`src/rtl/rfps_pkg.sv`:
```
// shared types, constants and register codes for the flight phase sequencer
package rfps_pkg;

    localparam int unsigned DATA_W      = 32;
    localparam int unsigned TILT_W      = 12;
    localparam int unsigned PADDR_W     = 4;
    localparam int unsigned S_TDATA_W   = 176;
    localparam int unsigned M_TDATA_W   = 48;
    localparam int unsigned RETRACT_W   = 2;

    localparam logic signed [DATA_W-1:0] LAUNCH_ACCEL_RESET   = 32'sd3211264;
    localparam logic signed [DATA_W-1:0] MAIN_DEPLOY_RESET    = 32'sd400000;
    localparam logic        [TILT_W-1:0] TILT_RETRACT_RESET   = 12'd480;
    localparam logic        [TILT_W-1:0] TILT_APOGEE_RESET    = 12'd1440;

    typedef enum logic [1:0] {
        REG_LAUNCH_ACCEL_LIMIT   = 2'd0,
        REG_MAIN_DEPLOY_ALTITUDE = 2'd1,
        REG_TILT_RETRACT_LIMIT   = 2'd2,
        REG_TILT_APOGEE_LIMIT    = 2'd3
    } reg_index_t;

    typedef enum logic [2:0] {
        PH_PRELAUNCH = 3'd0,
        PH_LAUNCH    = 3'd1,
        PH_COAST     = 3'd2,
        PH_APOGEE    = 3'd3,
        PH_DESCENT   = 3'd4
    } phase_t;

    typedef struct packed {
        logic signed [DATA_W-1:0] launch_accel_limit;
        logic signed [DATA_W-1:0] main_deploy_altitude;
        logic        [TILT_W-1:0] tilt_retract_limit;
        logic        [TILT_W-1:0] tilt_apogee_limit;
    } cfg_t;

    typedef struct packed {
        phase_t                   flight_phase;
        logic signed [DATA_W-1:0] last_velocity_average;
        logic        [DATA_W-1:0] last_pressure_average;
        logic                     drogue_latch;
    } state_t;

    typedef struct packed {
        logic signed [DATA_W-1:0] accel_vertical;
        logic        [TILT_W-1:0] tilt_angle;
        logic signed [DATA_W-1:0] velocity_now;
        logic signed [DATA_W-1:0] velocity_average;
        logic        [DATA_W-1:0] pressure_average;
        logic signed [DATA_W-1:0] altitude_mm;
    } in_item_t;

    typedef struct packed {
        phase_t                   phase;
        logic [RETRACT_W-1:0]     retract_requests;
        logic                     altitude_message;
        logic signed [DATA_W-1:0] altitude_payload;
        logic                     drogue_fire;
        logic                     launch_event;
        logic                     apogee_event;
    } out_item_t;

endpackage

```
`src/rtl/rfps_cfg_regs.sv`:
```
// apb-style configuration registers for the flight phase sequencer
module rfps_cfg_regs (
    input  logic                          aclk,
    input  logic                          aresetn,
    input  logic                          psel,
    input  logic                          penable,
    input  logic                          pwrite,
    input  logic [rfps_pkg::PADDR_W-1:0]  paddr,
    input  logic [rfps_pkg::DATA_W-1:0]   pwdata,
    output logic [rfps_pkg::DATA_W-1:0]   prdata,
    output logic                          pready,
    output rfps_pkg::cfg_t                cfg
);
    import rfps_pkg::*;

    cfg_t       cfg_reg;
    cfg_t       cfg_next;
    reg_index_t reg_sel;
    logic       wr_en;

    assign pready  = 1'b1;
    assign reg_sel = reg_index_t'(paddr[PADDR_W-1:2]);
    assign wr_en   = psel && penable && pwrite && pready;

    always_comb begin
        cfg_next = cfg_reg;
        if (wr_en) begin
            unique case (reg_sel)
                REG_LAUNCH_ACCEL_LIMIT:   cfg_next.launch_accel_limit   = pwdata;
                REG_MAIN_DEPLOY_ALTITUDE: cfg_next.main_deploy_altitude = pwdata;
                REG_TILT_RETRACT_LIMIT:   cfg_next.tilt_retract_limit   = pwdata[TILT_W-1:0];
                REG_TILT_APOGEE_LIMIT:    cfg_next.tilt_apogee_limit    = pwdata[TILT_W-1:0];
                default:                  cfg_next = cfg_reg;
            endcase
        end
    end

    always_ff @(posedge aclk) begin
        if (!aresetn) begin
            cfg_reg.launch_accel_limit   <= LAUNCH_ACCEL_RESET;
            cfg_reg.main_deploy_altitude <= MAIN_DEPLOY_RESET;
            cfg_reg.tilt_retract_limit   <= TILT_RETRACT_RESET;
            cfg_reg.tilt_apogee_limit    <= TILT_APOGEE_RESET;
        end else begin
            cfg_reg <= cfg_next;
        end
    end

    // tilt limits read back zero-extended
    always_comb begin
        unique case (reg_sel)
            REG_LAUNCH_ACCEL_LIMIT:   prdata = cfg_reg.launch_accel_limit;
            REG_MAIN_DEPLOY_ALTITUDE: prdata = cfg_reg.main_deploy_altitude;
            REG_TILT_RETRACT_LIMIT:   prdata = {{(DATA_W-TILT_W){1'b0}},
                                                cfg_reg.tilt_retract_limit};
            REG_TILT_APOGEE_LIMIT:    prdata = {{(DATA_W-TILT_W){1'b0}},
                                                cfg_reg.tilt_apogee_limit};
            default:                  prdata = '0;
        endcase
    end

    assign cfg = cfg_reg;

endmodule

```
`src/rtl/rfps_phase_step.sv`:
```
// next flight state and result for one tick
module rfps_phase_step (
    input  rfps_pkg::cfg_t     cfg,
    input  rfps_pkg::state_t   state,
    input  rfps_pkg::in_item_t item,
    output rfps_pkg::state_t   state_next,
    output rfps_pkg::out_item_t result
);
    import rfps_pkg::*;

    logic                 tilt_retract;
    logic                 vote_press;
    logic                 vote_tilt;
    logic                 vote_vel;
    logic                 apogee_vote;
    logic [RETRACT_W-1:0] retracts;
    logic                 alt_msg;
    logic                 launch_ev;
    logic                 apogee_ev;

    assign tilt_retract = item.tilt_angle >= cfg.tilt_retract_limit;
    assign vote_press   = item.pressure_average > state.last_pressure_average;
    assign vote_tilt    = item.tilt_angle >= cfg.tilt_apogee_limit;
    assign vote_vel     = item.velocity_now[DATA_W-1];
    // two of three
    assign apogee_vote  = (vote_press & vote_tilt) | (vote_press & vote_vel)
                        | (vote_tilt & vote_vel);

    always_comb begin
        state_next = state;
        retracts   = {{(RETRACT_W-1){1'b0}}, tilt_retract};
        alt_msg    = 1'b0;
        launch_ev  = 1'b0;
        apogee_ev  = 1'b0;
        unique case (state.flight_phase)
            PH_PRELAUNCH: begin
                if (item.accel_vertical >= cfg.launch_accel_limit) begin
                    state_next.flight_phase = PH_LAUNCH;
                    launch_ev               = 1'b1;
                end
            end
            PH_LAUNCH: begin
                alt_msg = 1'b1;
                if (item.velocity_average < state.last_velocity_average) begin
                    state_next.flight_phase = PH_COAST;
                end
                state_next.last_velocity_average = item.velocity_average;
            end
            PH_COAST: begin
                alt_msg = 1'b1;
                if (apogee_vote) begin
                    state_next.flight_phase = PH_APOGEE;
                    apogee_ev               = 1'b1;
                end
                state_next.last_pressure_average = item.pressure_average;
            end
            PH_APOGEE: begin
                // one more on top of the tilt retract: 2 with excess tilt, else 1
                retracts                = {tilt_retract, ~tilt_retract};
                state_next.drogue_latch = 1'b1;
                if (item.altitude_mm <= cfg.main_deploy_altitude) begin
                    state_next.flight_phase = PH_DESCENT;
                end
            end
            default: begin
                // descent holds until reset
            end
        endcase
    end

    always_comb begin
        result.phase            = state_next.flight_phase;
        result.retract_requests = retracts;
        result.altitude_message = alt_msg;
        result.altitude_payload = alt_msg ? item.altitude_mm : '0;
        result.drogue_fire      = state_next.drogue_latch;
        result.launch_event     = launch_ev;
        result.apogee_event     = apogee_ev;
    end

endmodule

```
`src/rtl/rocket_flight_phase_sequencer_core.sv`:
```
// top level of the rocket flight phase sequencer: stream channels, registers, state
//
//  channel   | direction | content
//  ----------+-----------+------------------------------------------------
//  s_axis    | in        | one tick: accel, tilt, velocity, averages, altitude
//  m_axis    | out       | one result per tick: phase, requests, events
//  apb       | in/out    | four limit registers, 4-byte stride
//
// one tick per cycle sustained while m_tready stays high; a tick passes through the input register
// and then the result register, with the phase logic in between
// flight state advances at the cycle a tick moves from input to result register
// aresetn (synchronous, active low) returns to prelaunch and restores limits
// a stalled m_tready holds the result; one more tick still lands in the input register
module rocket_flight_phase_sequencer_core (
    input  logic                              aclk,
    input  logic                              aresetn,
    // input transfer channel
    input  logic                              s_tvalid,
    output logic                              s_tready,
    // accel_vertical[31:0], tilt_angle[43:32], velocity_now[75:44],
    // velocity_average[107:76], pressure_average[139:108], altitude_mm[171:140]
    input  logic [rfps_pkg::S_TDATA_W-1:0]    s_tdata,
    // result transfer channel
    output logic                              m_tvalid,
    input  logic                              m_tready,
    // phase[2:0], retract_requests[4:3], altitude_message[5],
    // altitude_payload[37:6], drogue_fire[38], launch_event[39], apogee_event[40]
    output logic [rfps_pkg::M_TDATA_W-1:0]    m_tdata,
    // configuration port
    input  logic                              psel,
    input  logic                              penable,
    input  logic                              pwrite,
    input  logic [rfps_pkg::PADDR_W-1:0]      paddr,
    input  logic [rfps_pkg::DATA_W-1:0]       pwdata,
    output logic [rfps_pkg::DATA_W-1:0]       prdata,
    output logic                              pready
);
    import rfps_pkg::*;

    cfg_t      cfg;
    in_item_t  s_item;

    logic      in_valid_reg, in_valid_next;
    in_item_t  in_item_reg;
    logic      out_valid_reg, out_valid_next;
    out_item_t out_item_reg;
    state_t    state_reg;
    state_t    state_step;
    out_item_t step_result;

    logic      s_accept;
    logic      advance;

    rfps_cfg_regs u_cfg_regs (
        .aclk    (aclk),
        .aresetn (aresetn),
        .psel    (psel),
        .penable (penable),
        .pwrite  (pwrite),
        .paddr   (paddr),
        .pwdata  (pwdata),
        .prdata  (prdata),
        .pready  (pready),
        .cfg     (cfg)
    );

    // unpack the input transfer
    assign s_item.accel_vertical   = s_tdata[31:0];
    assign s_item.tilt_angle       = s_tdata[43:32];
    assign s_item.velocity_now     = s_tdata[75:44];
    assign s_item.velocity_average = s_tdata[107:76];
    assign s_item.pressure_average = s_tdata[139:108];
    assign s_item.altitude_mm      = s_tdata[171:140];

    // a tick moves on when the result slot is empty or being drained
    assign advance  = in_valid_reg && (!out_valid_reg || m_tready);
    assign s_tready = !in_valid_reg || advance;
    assign s_accept = s_tvalid && s_tready;

    always_comb begin
        if (s_accept) begin
            in_valid_next = 1'b1;
        end else if (advance) begin
            in_valid_next = 1'b0;
        end else begin
            in_valid_next = in_valid_reg;
        end
    end

    always_comb begin
        if (advance) begin
            out_valid_next = 1'b1;
        end else if (m_tready) begin
            out_valid_next = 1'b0;
        end else begin
            out_valid_next = out_valid_reg;
        end
    end

    rfps_phase_step u_phase_step (
        .cfg        (cfg),
        .state      (state_reg),
        .item       (in_item_reg),
        .state_next (state_step),
        .result     (step_result)
    );

    // control state
    always_ff @(posedge aclk) begin
        if (!aresetn) begin
            in_valid_reg                    <= 1'b0;
            out_valid_reg                   <= 1'b0;
            state_reg.flight_phase          <= PH_PRELAUNCH;
            state_reg.last_velocity_average <= '0;
            state_reg.last_pressure_average <= '0;
            state_reg.drogue_latch          <= 1'b0;
        end else begin
            in_valid_reg  <= in_valid_next;
            out_valid_reg <= out_valid_next;
            if (advance) begin
                state_reg <= state_step;
            end
        end
    end

    // payload registers
    always_ff @(posedge aclk) begin
        if (s_accept) begin
            in_item_reg <= s_item;
        end
        if (advance) begin
            out_item_reg <= step_result;
        end
    end

    assign m_tvalid = out_valid_reg;
    assign m_tdata  = {7'b0,
                       out_item_reg.apogee_event,
                       out_item_reg.launch_event,
                       out_item_reg.drogue_fire,
                       out_item_reg.altitude_payload,
                       out_item_reg.altitude_message,
                       out_item_reg.retract_requests,
                       out_item_reg.phase};

    // phase never steps backward
    a_phase_monotonic: assert property (@(posedge aclk) disable iff (!aresetn)
        $past(aresetn) |-> state_reg.flight_phase >= $past(state_reg.flight_phase))
        else $error("flight phase moved backward");

    // drogue latch, once set, stays set
    a_drogue_sticky: assert property (@(posedge aclk) disable iff (!aresetn)
        state_reg.drogue_latch |=> state_reg.drogue_latch)
        else $error("drogue latch cleared");

    // a launch event result reports the launch phase
    a_launch_phase: assert property (@(posedge aclk) disable iff (!aresetn)
        m_tvalid && out_item_reg.launch_event |-> out_item_reg.phase == PH_LAUNCH)
        else $error("launch event outside launch phase");

    // an apogee event result reports the apogee phase
    a_apogee_phase: assert property (@(posedge aclk) disable iff (!aresetn)
        m_tvalid && out_item_reg.apogee_event |-> out_item_reg.phase == PH_APOGEE)
        else $error("apogee event outside apogee phase");

    // state only advances when a tick is taken into the result register
    a_state_hold: assert property (@(posedge aclk) disable iff (!aresetn)
        $past(aresetn) && !$past(advance) |-> $stable(state_reg))
        else $error("flight state changed without a tick");

endmodule

```
`config.mk`:
```
export PLATFORM = sky130hd
export DESIGN_NAME = rocket_flight_phase_sequencer_core
export DESIGN_NICKNAME = d
export VERILOG_FILES = /design/src/rtl/rfps_pkg.sv /design/src/rtl/rfps_cfg_regs.sv /design/src/rtl/rfps_phase_step.sv /design/src/rtl/rocket_flight_phase_sequencer_core.sv
export SDC_FILE = /design/constraint.sdc
export NUM_CORES = 1
export LEC_CHECK = 0
export BUFFER_PORTS_ARGS = -buffer_cell sky130_fd_sc_hd__clkbuf_2
export CAP_MARGIN = 10
export CORE_AREA = 2 2 199 201
export DETAILED_ROUTE_END_ITERATION = 7
export DIE_AREA = 0 0 201 203
export PLACE_DENSITY_LB_ADDON = 0.08
export SLEW_MARGIN = 25
export SYNTH_ARGS = -nofsm -noshare
export SYNTH_HDL_FRONTEND = slang
export SYNTH_SLANG_ARGS = --single-unit
```
`constraint.sdc`:
```
create_clock -name aclk -period 6.2 [get_ports aclk]
set_clock_uncertainty 0.05 [all_clocks]
set_input_delay 1.24 -clock aclk [delete_from_list [all_inputs] [get_ports aclk]]
set_output_delay 1.24 -clock aclk [all_outputs]
set_load 0.1 [all_outputs]
```
== Word level (Yosys, flattened, before mapping) ==
Cells that the tools add are included.

* Bits in registers: 371
* Input port bits: 219
* Output and inout bits: 83
* Word-level logic and storage cells: 76

* Order comparisons: 6
* Equal/unequal tests: 6
* Multiplexer cells: 15
* Bitwise gates (word level): 6
* Reduce and logical (&&, ||, !) cells: 19

{| class="wikitable"
|+ Operators with widths
! operator !! number
|-
| $pmux W32 S4 || 1
|-
| $ge A32 B32 Y1 || 1
|-
| $gt A32 B32 Y1 || 1
|-
| $le A32 B32 Y1 || 1
|-
| $lt A32 B32 Y1 || 1
|-
| $ge A12 B12 Y1 || 2
|-
| $mux W3 || 4
|-
| $pmux W3 S4 || 1
|-
| $reduce_and A2 Y1 || 6
|-
| $mux W1 || 9
|-
| $eq A3 B2 Y1 const B || 2
|-
| $eq A2 B2 Y1 const B || 2
|-
| $logic_and A1 B1 Y1 || 4
|-
| $reduce_bool A2 Y1 || 2
|-
| $and A1 B1 Y1 || 3
|-
| $eq A3 B1 Y1 const B || 1
|-
| $logic_not A3 Y1 || 1
|-
| $eq A2 B1 Y1 const B || 1
|-
| $logic_not A1 Y1 || 2
|-
| $logic_not A2 Y1 || 1
|-
| $logic_or A1 B1 Y1 || 2
|-
| $or A1 B1 Y1 || 2
|-
| $reduce_or A2 Y1 || 1
|-
| $not A1 Y1 || 1
|}

== Depth between registers and ports, before layout ==
Gate-level depths: netlist of run 1.

* Word-level depth: 6
* Gate-level depth with buffers: 11
* Mapped depth without buffers: 11

== Modules after synthesis ==
From an unflattened synthesis of run 1, not the netlist that was laid out.

* Cell total of the unflattened synthesis: 1,667
* Area total of the unflattened synthesis: 18,022.3 µm²

{| class="wikitable"
|+ By module, submodules not included
! module !! instances !! cells an instance !! area each (µm²) !! sequential area each (µm²)
|-
| rocket_flight_phase_sequencer_core || 1 || 525 || 9,227.6 || 7,797.5
|-
| rfps_phase_step || 1 || 739 || 4,803.4 || 0.0
|-
| rfps_cfg_regs || 1 || 403 || 3,991.3 || 1,761.7
|}

== Worst setup path before layout of run 1 ==
OpenSTA, ideal clock, no wires.

* Kind: in2reg
* Start: input port m_tready
* End: register in_item_reg[0] (netlist name) (enable)
* Library setup time: 0.516 ns
* Arrival time: 5.314 ns
* Data required time: 5.634 ns
* Path slack: 0.320 ns
* Stages on the path: 3
* Path buffers: 0
* Cells stage by stage: nor2b_1 -> nand2_1 -> and2_1

* Word-level cells in the longest chain between the ends: 4

{| class="wikitable"
|+ RTL lines
! item !! line !! text
|-
| from (decl) || rocket_flight_phase_sequencer_core.sv:25 || <nowiki>input logic m_tready,</nowiki>
|-
| $logic_or A1 B1 Y1 || rocket_flight_phase_sequencer_core.sv:76 || <nowiki>assign advance = in_valid_reg && (!out_valid_reg || m_tready);</nowiki>
|-
| $logic_and A1 B1 Y1 || rocket_flight_phase_sequencer_core.sv:76 ||
|-
| $logic_or A1 B1 Y1 || rocket_flight_phase_sequencer_core.sv:77 || <nowiki>assign s_tready = !in_valid_reg || advance;</nowiki>
|-
| named net s_tready || rocket_flight_phase_sequencer_core.sv:19 || <nowiki>output logic s_tready,</nowiki>
|-
| $logic_and A1 B1 Y1 || rocket_flight_phase_sequencer_core.sv:78 || <nowiki>assign s_accept = s_tvalid && s_tready;</nowiki>
|-
| to (signal assigned) || rocket_flight_phase_sequencer_core.sv:129 || <nowiki>in_item_reg <= s_item;</nowiki>
|-
| to (decl) || rocket_flight_phase_sequencer_core.sv:44 || <nowiki>in_item_t in_item_reg;</nowiki>
|}

The timed path passes the listed nets, and every way through them passes these cells.
A chain may end at the register's enable or synchronous reset.

== Worst setup path after layout of run 1 ==
* Start: input port paddr[2] (netlist name)
* End: output port prdata[22] (netlist name)

* Word-level cells in the longest chain between the ends: 2
* Elaborated cells on any way between the ends: 5
* Those cells by class: eq/ne: 3; mux: 1; reduce/logical: 1

{| class="wikitable"
|+ RTL lines
! item !! line !! text
|-
| from (decl) || rocket_flight_phase_sequencer_core.sv:33 || <nowiki>input logic [rfps_pkg::PADDR_W-1:0] paddr,</nowiki>
|-
| $eq A2 B2 Y1 (tied with other cells) || rfps_cfg_regs.sv:51 || <nowiki>unique case (reg_sel)</nowiki>
|-
| $pmux W32 S4 * || rfps_cfg_regs.sv:51 ||
|-
| to (decl) || rocket_flight_phase_sequencer_core.sv:35 || <nowiki>output logic [rfps_pkg::DATA_W-1:0] prdata,</nowiki>
|}

Mark *: on every way between the ends. The rest lies on a longest branch, timed or not.

==> metrics.yaml, run 1 <==
yosys:
  yosysMostFrequentCell: "nand2_1"
  syn_area_per_cell_um2: 10.4
  synth_top_area_share: 0.341
  yosys.area_share.simple: 0.137
  synth_top_area_cell: "edfxtp_1"
  ys.flop_type: "edfxtp_1"
  synth_top_family_by_area: "simple AND/OR/NAND/NOR gates"
  ys_top_cells_by_count: "327 x nand2_1, 182 x edfxtp_1, 158 x dfxtp_1"
  synth-edff-count: 182
  synth_warnings: 0
  synthAdderAreaFrac: 0.118
  ys_types: 54
  async_reset_ff_frac: 0
  synth-seq-area-share: 0.538
  synthCells: 1535
  synth.area.top_cells: "edfxtp_1 34%, dfxtp_1 20%, ha_1 12%"
  synth_compound_area_frac: 0.121
  syn_area_um2: 16000
  muxShareOfSynthArea: 0.0294
  synth-xor-area-share: 0.00164
  synth_seq_cells: 340
worst_setup_path:
  start_kind: "primary input"
  crit_fanout: 31
  critical_path_class: "primary input to primary output"
  crit_arrival_ns: 3.12
  required_ns: 4.91
  end_kind: "primary output"
cells_and_area:
  drive_gt1_frac: 0.192
  synthToLayoutAreaGrowth_pct: 19.4
  final_util: 0.498
  instances_no_fill: 2338
  largest_reg_flops: 141
  layout.nets: 2154
min_path:
  hp-class: "flip-flop to flip-flop"
power:
  p_per_area_nw_per_um2: 282
  power_uw: 5390
  p_leak_uw: 0.00741
  irDropWorstVdd_mv: 0.224
clocking:
  cts_hold_buf: 0
  cts-root-buf: "clkbuf_16"
  cts_sinks: 340
  clk_pin_slew_worst_paths_ns: 0.05
  cts_buffers: 40
  cts_tree: "done"
  postCtsResizedCells: 0
  htreeDepth: 2
  cts_setup_buffers: 0
  clk_latency_ns: 0.56
  cts_buffer_depth: 3
routing:
  drtIter0Drc: 483
  detail-route-antenna-nets: 0
  wl_mm: 38.7
  post_drt_wl_per_cell_um: 16.5
  drt-vias-per-instance: 4.89
  dr.pass1.iters: 5
  num_vias: 11400
  drcViolationCount: 0
place:
  place_inst: 2259
  place.port_buffers: 256
  dp_hpwl_mm: 28.0
  routabilityCongestion: 0.820
sta:
  period_needed_ns: 4.41
  rsz0062_at_grt: "no"
  setup_viol: 0
  worst_slew_pin_slew_ns: 0.932
  finalHoldViolCount: 0
  drv_slew: 0
  fin_crit_sh: 0.712
  fmax_ghz: 0.227
  worst_slew_margin_rel: 0.379
  final.setup.tns_ns: 0
floorplan:
  initial_core_util: 0.417
  fp-row-count: 72
  die_w_um: 201
  die_h_um: 203
  pin_count: 302
  die_area_um2: 40800
  core-area_um2: 38500
global_route:
  grt_first_pass_wirelength_mm: 61.3
  grtUsageTotal: 0.191
  antenna_found_initial: 5
  grt_overflow: 0
  grt_pass1_vias: 11400
  grt_max_degree: 90
run_status:
  status: "complete, no violations"
flow_run:
  cap_viol_max_count: 0
-- kinds of logic (layout without fill, tap and decap cells) --
group	Yosys count	count (layout)
AND/OR/NAND/NOR	501	501
flip-flops	340	340
AO/OA/AOI/OAI	284	284
buffers and inverters	222	497
adder cells (fa/ha/maj)	151	151
multiplexers	32	32
XOR/XNOR	3	3
other	2	12
-- power by group --
group	internal [uW]	switching, uW	leakage (uW)	total (uW)
clock	1410	937	0.000629	2350
sequential	2470	42.4	0.00305	2510
combinational	167	369	0.00373	536
-- worst paths after layout --
kind | slack (ns) | cells past startpoint | end | from
worst max register to register | 3.06 | 9 | m_tdata[0]$_DFFE_PP_ | in_item_reg[14]$_DFFE_PP_
worst min register to register | 0.41 | 2 | state_reg[56]$_SDFFE_PN0P_ | state_reg[56]$_SDFFE_PN0P_
worst min-delay path | 0.41 | 2 | state_reg[56]$_SDFFE_PN0P_ | state_reg[56]$_SDFFE_PN0P_
worst max-delay path | 1.79 | 5 | prdata[22] | paddr[2]
-- layout make-up --
cell class                 instances  area [um2]
sequential                       340        8630
multi-input combinational        979        6580
clock buffer                      57        1110
inverter                         155         583
timing repair buffer             268        1390
antenna                            4        10.0
fill                            3523       19300
clock inverter                    17         189
tap                              518         648
-- placed cells by master (no fill, tap or decap), drive strengths merged, types with 3 or more instances in the layout --
| master | instances |
|---|---|
| and2 | 35 |
| nor2b | 7 |
| a2111oi | 5 |
| or2 | 3 |
| nor2 | 42 |
| o21ai | 20 |
| dfxtp | 158 |
| nor4 | 7 |
| a31oi | 3 |
| edfxtp | 182 |
| a21oi | 66 |
| and4 | 3 |
| nor3 | 10 |
| diode | 4 |
| mux4 | 12 |
| nand2 | 327 |
| o21a | 3 |
| and3 | 4 |
| nand3 | 20 |
| a21o | 9 |
| mux2i | 20 |
| a21boi | 136 |
| nand4 | 28 |
| a211oi | 7 |
| clkinv | 11 |
| clkbuf | 311 |
| bufinv | 4 |
| buf | 14 |
| o211ai | 21 |
| conb | 8 |
| ha | 151 |
| nand2b | 8 |
| inv | 156 |
-- metrics by stage --
| step | hold WS, ns | setup slack (ns) | instance area (um2) |
|---|---|---|---|
| 2_1_floorplan | 0.393 | 0.320 | 16100 |
| 3_3_place_gp | 0.402 | 1.73 | 17800 |
| 3_5_place_dp | 0.409 | 1.74 | 17800 |
| 4_1_cts | 0.417 | 1.74 | 19100 |
| 5_1_grt | 0.433 | 1.68 | 19100 |
| 6_report | 0.411 | 1.79 | 19100 |
-- critical path, cell delays in order --
cell	delay (ns)
buf_2	0.69
buf_4	0.37
mux2i_1	0.11
nor2_1	0.18
clkbuf_2	0.51
-- metal layers --
layer,wire (um),vias up,part of all wire,track usage
met4,831,2,0.021,0.0590
met2,17800,237,0.46,0.313
li1,-,5813,-,-
met1,17900,5332,0.46,0.252
met5,16,-,0.00041,0
met3,2210,52,0.057,0.0430
No activity file was read; power rests on OpenSTA's default activity.
==> inputs of run 2 (changes only) <==
ABC_AREA = 1   (was not set)
CORE_AREA = 2 2 195 197   (was 2 2 199 201)
DIE_AREA = 0 0 197 199   (was 0 0 201 203)
clock period = 3.74 ns   (was 6.2 ns; I/O delays follow)
==> metrics.yaml, run 2 <==
run_status:
  status: "complete, no violations"
routing:
  detail-route-antenna-nets: 0
  routed.top_layer: "met5"
  drtIter0Drc: 494
  met1_length_mm: 16.9
  drcViolationCount: 0
  drt-vias-per-instance: 4.89
  num_vias: 11400
  post_drt_wl_per_cell_um: 16.1
  wl_mm: 37.6
  met3_length_mm: 2.57
  wl_met2_mm: 17.2
  dr.pass1.iters: 5
worst_setup_path:
  path_common_cell: "clkbuf_2"
  crit_fanout: 32
  slowest_delay_ns: 0.54
  path_delay_family: "buffers and inverters"
  critical_path_depth: 5
  critical_path.cell_chain: "clkbuf_2 > nor2_1 > inv_2 > o21ai_0 > clkbuf_2"
  end_kind: "primary output"
  crit_slowest_cell: "clkbuf_2"
  r2r_cells: 13
  crit_arrival_ns: 2.30
  start_kind: "primary input"
  path_buf_inv: 3
  critical_path_class: "primary input to primary output"
  required_ns: 2.94
yosys:
  syn_area_um2: 15400
  ys_top_cells_by_count: "230 x inv_1, 211 x a21oi_1, 182 x edfxtp_1"
  synth_top_area_cell: "edfxtp_1"
  yosysMostFrequentCell: "inv_1"
  async_reset_ff_frac: 0
  synth-seq-area-share: 0.560
  ys_types: 34
  syn_area_per_cell_um2: 9.82
  synthCells: 1569
  ys.flop_type: "edfxtp_1"
  synth_seq_cells: 340
  synth.area.top_cells: "edfxtp_1 35%, dfxtp_1 21%, ha_1 12%"
  synth_top_area_share: 0.355
  synth_warnings: 0
  synth-edff-count: 182
cells_and_area:
  final_cell_mix: "235 x clkbuf_2, 227 x inv_1, 211 x a21oi_1"
  drive_gt1_frac: 0.196
  largest_reg_flops: 141
  final_common_cell: "clkbuf_2"
  nFillCells: 3521
  seqCellArea_um2: 8630
  multi_input_area_um2: 5630
  stdcell_area_um2: 18800
  layout.nets: 2193
  final_util: 0.505
  synthToLayoutAreaGrowth_pct: 21.7
global_route:
  grt_overflow: 0
  grt_first_pass_wirelength_mm: 58.4
  antenna_found_initial: 6
  grt_max_degree: 142
  grt_pass1_vias: 10900
  grtUsageTotal: 0.193
floorplan:
  core-area_um2: 37100
  die_h_um: 199
  fp-row-count: 71
  initial_core_util: 0.415
  die_w_um: 197
  pin_count: 302
  die_area_um2: 39200
clocking:
  cts_buffers: 41
  htreeDepth: 2
  clk_pin_slew_worst_paths_ns: 0.06
  postCtsResizedCells: 0
  clk_latency_ns: 0.56
  cts-root-buf: "clkbuf_16"
  cts_sinks: 340
  cts_setup_buffers: 0
  cts_buffer_depth: 3
  cts_hold_buf: 0
  cts_tree: "done"
sta:
  period_needed_ns: 3.10
  rsz0062_at_grt: "no"
  drv_slew: 0
  finalHoldViolCount: 0
  whs_ns: 0.313
  fmax_ghz: 0.323
  worst_slew_pin_slew_ns: 0.944
  worst_slew_margin_rel: 0.370
  fin_crit_sh: 0.828
  setup_viol: 0
place:
  routabilityCongestion: 0.815
  dp_hpwl_mm: 27.2
  place.port_buffers: 256
  place_area_um2: 17500
min_path:
  hp-class: "primary input to flip-flop"
  worstHoldPathCells: 1
power:
  p_per_area_nw_per_um2: 481
  p_leak_uw: 0.00794
  irDropWorstVdd_mv: 0.325
flow_run:
  cap_viol_max_count: 0
[run 2: through the flow]
stage	total power [uW]	instances	setup TNS, ns	setup WS (ns)
6_report	9030	2333	0	0.645
5_1_grt	9420	2331	0	0.581
4_1_cts	9170	2329	0	0.639
3_5_place_dp	5360	2254	0	0.641
3_3_place_gp	5340	2254	0	0.627
2_1_floorplan	5030	1575	-8.97	-0.299
[run 2: path summary, 6_finish.rpt]
path                         startpoint                          to  slack [ns]
max                            paddr[3]                   prdata[1]        0.64
min                        s_tdata[155]   in_item_reg[15]$_DFFE_PP_        0.31
max reg2reg  in_item_reg[133]$_DFFE_PP_        m_tdata[0]$_DFFE_PP_        1.42
min reg2reg  state_reg[58]$_SDFFE_PN0P_  state_reg[58]$_SDFFE_PN0P_        0.40
[run 2: logic make-up after synthesis]
kind of cell	count (synthesis)	share of synthesized area
AOI/OAI and AO/OA	443	0.151
DFF	340	0.560
and+or+nand+nor	327	0.0888
buffers and inverters	306	0.0776
adders and majority gates	151	0.123
other	2	0.000487
[run 2: power by group]
group          switching (uW)  internal, uW
Combinational             772           315
Sequential               68.6          4120
Clock                    1570          2190
[run 2: area by class of cell]
cell class,instances,share of cell area
sequential,340,0.460
multi-input combinational,929,0.300
timing repair buffer,268,0.0906
clock buffer,57,0.0622
inverter,243,0.0495
tap,474,0.0316
clock inverter,18,0.00527
antenna,4,0.000534
[run 2: metal layers]
layer,track usage,up-vias
li1,-,5855
met1,0.254,5230
met2,0.311,257
met3,0.0531,55
met4,0.0602,4
met5,0,-
